==> src/hw/rtl/gaussian_blur_3x3_rgb_unit_assert.svh <==
// Assertion macros shared by the blur unit. Each macro expects signals
// named clk and rst in the scope where it is used.
`ifndef GAUSSIAN_BLUR_3X3_RGB_UNIT_ASSERT_SVH
`define GAUSSIAN_BLUR_3X3_RGB_UNIT_ASSERT_SVH

// The condition must hold in the same cycle as the trigger.
`define GB3_ASSERT_SAME(name, trig, cond) \
  name: assert property (@(posedge clk) disable iff (rst) (trig) |-> (cond)) \
    else $error("gb3 assertion failed");

// The condition must hold in the cycle after the trigger.
`define GB3_ASSERT_NEXT(name, trig, cond) \
  name: assert property (@(posedge clk) disable iff (rst) (trig) |=> (cond)) \
    else $error("gb3 assertion failed");

`endif

==> src/hw/rtl/gb3_pkg.sv <==
package gb3_pkg;

  localparam int MAX_WIDTH_DEF  = 1024;
  localparam int MAX_HEIGHT_DEF = 4096;
  localparam int CHANNELS       = 3;
  localparam int CH_W           = 8;

  localparam int IMAGE_WIDTH_W  = 11;
  localparam int IMAGE_HEIGHT_W = 13;
  localparam int CFG_DATA_W     = 13;
  localparam int CFG_INDEX_W    = 1;

  localparam int RESET_WIDTH    = 1024;
  localparam int RESET_HEIGHT   = 1024;

  // Kernel sum reaches 16 * 255 = 4080; with rounding it still fits 12 bits.
  localparam int SUM_W          = 12;
  localparam int ROUND_ADD      = 8;
  localparam int NORM_SHIFT     = 4;

  localparam logic [CFG_INDEX_W-1:0] REG_IMAGE_WIDTH  = 1'b0;
  localparam logic [CFG_INDEX_W-1:0] REG_IMAGE_HEIGHT = 1'b1;

  typedef logic [CH_W-1:0] chan_t;
  typedef chan_t [CHANNELS-1:0] pix_t;

  typedef struct packed {
    pix_t above;
    pix_t mid;
  } line_t;

  typedef struct packed {
    logic col_first;
    logic col_last;
    logic row_first;
    logic row_last;
  } edge_t;

endpackage

==> src/hw/rtl/gb3_lane.sv <==
module gb3_lane import gb3_pkg::*; (
  input  chan_t [2:0][2:0] win,
  input  edge_t            edges,
  output chan_t            blur
);

  always_comb begin
    chan_t [2:0][2:0] t;
    logic [SUM_W-1:0] sum;
    t = win;
    // Replicate the nearest edge pixel over taps that fall outside the image.
    if (edges.col_first) begin
      for (int i = 0; i < 3; i++) t[i][0] = t[i][1];
    end
    if (edges.col_last) begin
      for (int i = 0; i < 3; i++) t[i][2] = t[i][1];
    end
    if (edges.row_first) begin
      t[0] = t[1];
    end
    if (edges.row_last) begin
      t[2] = t[1];
    end
    sum = SUM_W'(t[0][0]) + (SUM_W'(t[0][1]) << 1) + SUM_W'(t[0][2])
        + (SUM_W'(t[1][0]) << 1) + (SUM_W'(t[1][1]) << 2) + (SUM_W'(t[1][2]) << 1)
        + SUM_W'(t[2][0]) + (SUM_W'(t[2][1]) << 1) + SUM_W'(t[2][2])
        + SUM_W'(ROUND_ADD);
    blur = sum[NORM_SHIFT +: CH_W];
  end

endmodule

==> config.mk <==
export PLATFORM = sky130hd
export DESIGN_NAME = gb3_lane
export DESIGN_NICKNAME = d
export VERILOG_FILES = /design/src/hw/rtl/gaussian_blur_3x3_rgb_unit_assert.svh /design/src/hw/rtl/gb3_pkg.sv /design/src/hw/rtl/gb3_lane.sv
export SDC_FILE = /design/constraint.sdc
export NUM_CORES = 1
export LEC_CHECK = 0
export ABC_AREA = 0
export BUFFER_PORTS_ARGS = -buffer_cell sky130_fd_sc_hd__clkbuf_2
export CORE_MARGIN = 2
export CORE_UTILIZATION = 45
export DETAILED_ROUTE_END_ITERATION = 6
export GPL_TIMING_DRIVEN = 0
export PLACE_DENSITY = 0.71
export SYNTH_ARGS = -nofsm -noshare
export SYNTH_HDL_FRONTEND = slang
export SYNTH_SLANG_ARGS = --single-unit
export TNS_END_PERCENT = 5
==> constraint.sdc <==
create_clock -name vclk -period 6.6
set_clock_uncertainty 0.05 [all_clocks]
set_input_delay 0.33 -clock vclk [all_inputs]
set_output_delay 0.33 -clock vclk [all_outputs]
set_load 0.02 [all_outputs]
# Word-level counts from Yosys, hierarchy flattened
# Index checks and enable logic that the tools add are counted.
[word_totals] reg_bits=0 input_bits=76 output_inout_bits=8 elab_cells=17
[classes] add_sub_neg=9 muxes=8
[op_table] cell="$mux W24" n=2
[op_table] cell="$mux W8" n=6
[op_table] cell="$add A12 B8 Y12" n=2
[op_table] cell="$add A12 B9 Y12" n=2
[op_table] cell="$add A11 B9 Y12" n=1
[op_table] cell="$add A12 B10 Y12" n=1
[op_table] cell="$add A12 B4 Y12 const B" n=1
[op_table] cell="$add A10 B8 Y11" n=1
[op_table] cell="$add A8 B9 Y10" n=1

# Longest topological paths before layout
# Gate-level depths: netlist of run 1.
[logic_depth] ltp_word=11 depth_mapped=19 mapped_depth_nobuf=18

# Least setup slack after synthesis of run 1
# Ideal clock, no wire load.
[synth_timing] path_type="input -> output" from="in edges[3] (netlist bit)" to="out blur[5]" arrival_ns=4.773 t_required_ns=6.220 setup_slack_ns=1.447 cell_stages=16 n_path_buf=2 cell_sequence="buf_1 -> clkbuf_1 -> a211oi_1 -> a21oi_1 -> inv_1 -> fa_1 -> inv_1 -> fa_1 -> fa_1 -> fa_1 -> ha_1 -> and3_1 -> a211o_1 -> a41oi_2 -> o21bai_1 -> xor2_1"
[synth_via] elab_chain_len=11 elab_cells_between_ends=14 cone_classes="add/sub: 9; mux: 5"
[synth_rtl] item="from (decl)" line="gb3_lane.sv:3" rtl="input edge_t edges,"
[synth_rtl] item="$mux W8" line="gb3_lane.sv:12" rtl="if (edges.col_first) begin"
[synth_rtl] item="$mux W24" line="gb3_lane.sv:18" rtl="if (edges.row_first) begin"
[synth_rtl] item="$add A8 B9 Y10" line="gb3_lane.sv:24" rtl="sum = SUM_W'(t[0][0]) + (SUM_W'(t[0][1]) << 1) + SUM_W'(t[0][2])"
[synth_rtl] item="$add A10 B8 Y11" line="gb3_lane.sv:24"
[synth_rtl] item="$add A11 B9 Y12" line="gb3_lane.sv:25" rtl="+ (SUM_W'(t[1][0]) << 1) + (SUM_W'(t[1][1]) << 2) + (SUM_W'(t[1][2]) << 1)"
[synth_rtl] item="$add A12 B10 Y12" line="gb3_lane.sv:25"
[synth_rtl] item="$add A12 B9 Y12" line="gb3_lane.sv:25"
[synth_rtl] item="$add A12 B8 Y12 *" line="gb3_lane.sv:26" rtl="+ SUM_W'(t[2][0]) + (SUM_W'(t[2][1]) << 1) + SUM_W'(t[2][2])"
[synth_rtl] item="$add A12 B9 Y12 *" line="gb3_lane.sv:26"
[synth_rtl] item="$add A12 B8 Y12 *" line="gb3_lane.sv:26"
[synth_rtl] item="$add A12 B4 Y12 *" line="gb3_lane.sv:27" rtl="+ SUM_W'(ROUND_ADD);"
[synth_rtl] item="to (decl)" line="gb3_lane.sv:4" rtl="output chan_t blur"
# Every way passes the cells marked *; elsewhere a longest branch is shown, timed or not.

# Worst setup path after layout of run 1
[layout_timing] from="in edges[3] (netlist bit)" to="out blur[2]"
# The elaborated chain is that of the path after synthesis.

==> reports/results.ini, run 1 <==
[outcome]
status = finished clean

[cells_and_area]
register_area_sq_um = 0
n_fill_cell = 611
antenna_cells = 0
clkbuf_count = 0
seq_cells = 0
mostFrequentLayoutCell = inv_1
areaGrowthSynthToFinish_pct = 17.63
final_cell_mix = inv_1 (93), clkbuf_2 (84), fa_1 (53), a21oi_1 (35), mux2i_1 (32)
nNetsFinal = 578
drive_gt1_frac = 0.2424
fin_util = 0.5460
layoutNonFillerInstCount = 506

[drt]
avgViaCountPerCell = 5.239
dr.pass1.iters = 4
drc = 0
first_iter_violations = 42
routedWlPerCell_microns = 14.32
routed_wl_mm = 7.245
ant_nets = 0
vias = 2651

[sta]
drv_slew = 0
rsz0062_at_grt = no
hold_viol_final = 0
finalCriticalPeriod_ns = 5.998
finalSetupViolCount = 0
fin_tns_setup_ns = 0
holdWs_ns = 1.276
slew_headroom = 0.4544
worst_pin_slew_ns = 0.8184
fmaxAchievable_mhz = 166.7
min_period_over_period = 0.9088

[clocking]
cts_repair_resize_count = 0
hold_buffers = 0
post_cts_buffers = 0

[die]
row_count = 29
start_util = 0.4641
ios = 84
fp.dieH_microns = 84.70
dieArea_sq_um = 7173
core_area_sq_um = 6314
fp.dieW_microns = 84.70

[global_routing]
grt_use_total = 0.2124
antenna_found_initial = 0
grt_pass1_wl_mm = 12.63
gr-total-overflow = 0
grt_max_degree = 11
grt_pass1_vias = 2880

[worst_setup_path]
cp_max_fo = 10
max_stage_delay_ns = 0.57
critPathKind = in2out
path_cells = clkbuf_2 > buf_1 > clkbuf_1 > a211oi_1 > a21oi_1 > inv_1 > fa_1 > inv_1 > fa_1 > fa_1 > fa_1 > ha_1 > and2_1 > a311oi_4 > o21bai_1 > a211o_1 > nor2b_1 > clkbuf_2
worst_ep_required_time_ns = 6.22
cp_num_buf_inv = 6
slowest_stage = fa_1
start_kind = primary input
cpLargestDelayFamily = adder cells
cp.arrival_ns = 5.62
path_common_cell = fa_1
worstSetupEndpointType = output port

[placed_design]
gp_congestion = 0.9722
placedCellCount = 506
io_buffers = 84
dp_hpwl_mm = 6.354

[synthesis]
avgSynthCellArea_sq_um = 8.494
syn-num-nets = 492
yosysWarnings = 0
yosysUniqueCellTypes = 28
syn_area_sq_um = 2930
ys_seq_area_frac = 0
postSynthCellCount = 345

[run]
maxCapViolCount = 0

[min_path]
min_path_type = in2out

## final cells by class
cell class | instances | area (sq um) | area share
plain buffers | 14 | 52.55 | 0.01524
well taps | 77 | 96.34 | 0.02795
repair buffers | 84 | 420.4 | 0.1220
inverters | 93 | 349.1 | 0.1013
multi-input cells | 238 | 2529 | 0.7336
## metal layers
layer,global-route usage,part of all wire
met4,0.03175,0.018
met2,0.4324,0.54
met5,0,0
met1,0.2495,0.41
met3,0.004916,0.028
## synthesized netlist by cell type (3+ instances only)
cell / n / area (sq um)
a21o_1: 3 / 22.52
clkbuf_1: 9 / 33.78
mux2_2: 16 / 180.2
nor2_1: 14 / 52.55
o21ai_0: 4 / 20.02
inv_1: 93 / 349.1
a21oi_1: 35 / 175.2
buf_1: 5 / 18.77
fa_1: 53 / 1061
nand2_1: 8 / 30.03
ha_1: 18 / 225.2
xor2_1: 3 / 26.28
nor2b_1: 16 / 100.1
mux2i_1: 32 / 320.3
a211oi_1: 15 / 112.6
xnor2_1: 4 / 35.03
## tightest hold or removal path: cells and delay by family
family,cells,cell delay [ns]
XOR/XNOR,1,0.06
adder cells (fa/ha/maj),2,0.31
buffers and inverters,2,0.29
## cell families after synthesis
logic type                 Yosys count  synth area share
buffers and inverters              107            0.1371
adders and majority gates           71            0.4389
AOI/OAI and AO/OA                   67            0.1499
muxes                               49            0.1785
and+or+nand+nor                     44           0.07473
xor gates and xnor gates             7           0.02092
## path summary, 6_finish.rpt
path	to	from	slack, ns	cells past startpoint
min	blur[7]	win[39]	1.28	5
max	blur[2]	edges[3]	0.60	18
## per-stage QoR
step | instance area [sq um] | worst slack [ns]
3_5_place_dp | 3447 | 0.6460
5_1_grt | 3447 | 0.3931
6_report | 3447 | 0.6022
4_1_cts | 3447 | 0.6197
3_3_place_gp | 3447 | 0.6619
2_1_floorplan | 2930 | 1.447
Power of run 1 is left out: the tool's default activity adds up to more than one toggle a clock period on the data nets, which glitch-free logic cannot reach.
==> run 2, diff against run 1 <==
--- a/config.mk
+++ b/config.mk
@@ -6,12 +6,11 @@
 export NUM_CORES = 1
 export LEC_CHECK = 0
 export ABC_AREA = 0
-export BUFFER_PORTS_ARGS = -buffer_cell sky130_fd_sc_hd__clkbuf_2
 export CORE_MARGIN = 2
 export CORE_UTILIZATION = 45
 export DETAILED_ROUTE_END_ITERATION = 6
+export DONT_BUFFER_PORTS = 1
 export GPL_TIMING_DRIVEN = 0
-export PLACE_DENSITY = 0.71
 export SYNTH_ARGS = -nofsm -noshare
 export SYNTH_HDL_FRONTEND = slang
 export SYNTH_SLANG_ARGS = --single-unit
==> run 2 against run 1 <==
Against the previous run:
- sequential cell count stayed put
- critical path type unchanged
- first-iteration DRC count is 140% higher
- critical path depth is 2 lower
==> reports/results.ini, run 2 (synthesis results as in run 1) <==
[die]
core_area_sq_um = 6314
row_count = 29
fp.dieW_microns = 84.70
dieArea_sq_um = 7173
fp.dieH_microns = 84.70
start_util = 0.4641
ios = 84

[clocking]
cts_repair_resize_count = 0
post_cts_buffers = 0
hold_buffers = 0

[global_routing]
grt_pass1_vias = 2484
grt_pass1_wl_mm = 11.55
antenna_found_initial = 1
grt_max_degree = 11
grt_use_total = 0.1976
gr-total-overflow = 0

[cells_and_area]
antenna_cells = 0
seq_cells = 0
clkbuf_count = 0
nNetsFinal = 494
fin_util = 0.4794
areaGrowthSynthToFinish_pct = 3.288
register_area_sq_um = 0
mostFrequentLayoutCell = inv_1
n_fill_cell = 663
final_cell_mix = inv_1 (93), fa_1 (53), a21oi_1 (35), mux2i_1 (32), ha_1 (18)
drive_gt1_frac = 0.05797

[drt]
ant_nets = 0
first_iter_violations = 99
routedWlPerCell_microns = 15.92
routed_wl_mm = 6.720
dr.pass1.iters = 4
vias = 2315
avgViaCountPerCell = 5.486
drc = 0

[outcome]
status = finished clean

[sta]
hold_viol_final = 0
fmaxAchievable_mhz = 170.3
rsz0062_at_grt = no
slew_headroom = 0.4837
drv_slew = 0
min_period_over_period = 0.8899
finalCriticalPeriod_ns = 5.873
finalSetupViolCount = 0
fin_tns_setup_ns = 0
worst_pin_slew_ns = 0.7744

[worst_setup_path]
cp.arrival_ns = 5.49
start_kind = primary input
worst_ep_required_time_ns = 6.22
critPathKind = in2out
cp_max_fo = 10
worstSetupEndpointType = output port

[placed_design]
io_buffers = 0
gp_congestion = 0.8714
dp_hpwl_mm = 5.875

[run]
maxCapViolCount = 0

[min_path]
min_path_type = in2out

-- run 2: path summary, 6_finish.rpt --
kind              cells past startpoint  slack, ns      end      from
hold / removal                        3       1.04  blur[7]   win[39]
setup / recovery                     16       0.73  blur[5]  edges[3]
-- run 2: critical path, stage by stage --
cell and delay, ns:
buf_1 0.46, clkbuf_1 0.54, a211oi_1 0.16, a21oi_1 0.15, inv_1 0.08, fa_1 0.50, inv_1 0.05, fa_1 0.55
fa_1 0.45, fa_1 0.50, ha_1 0.37, and3_1 0.19, a211o_1 0.32, a41oi_2 0.31, o21bai_1 0.12, xor2_1 0.39
-- run 2: routing by layer --
| layer | wire length, microns | GRT usage |
|---|---|---|
| met1 | 2626 | 0.2399 |
| met2 | 3592 | 0.3844 |
| met3 | 485 | 0.03343 |
| met4 | 2 | 0.004329 |
| met5 | 13 | 0 |
-- run 2: layout make-up --
class / count / area, sq um / area share
inverter: 93 / 349.1 / 0.1153
tap: 77 / 96.34 / 0.03183
buffer: 14 / 52.55 / 0.01736
multi-input combinational: 238 / 2529 / 0.8355
-- run 2: stage by stage --
stage	instances	setup WS (ns)	instance area [sq um]	hold WS (ns)
2_1_floorplan	345	1.447	2930	1.022
3_3_place_gp	422	0.7607	3027	1.057
3_5_place_dp	422	0.7616	3027	1.054
4_1_cts	422	0.7606	3027	1.048
5_1_grt	422	0.4278	3027	1.091
6_report	422	0.7266	3027	1.041
Power of run 2 is left out for the same reason.
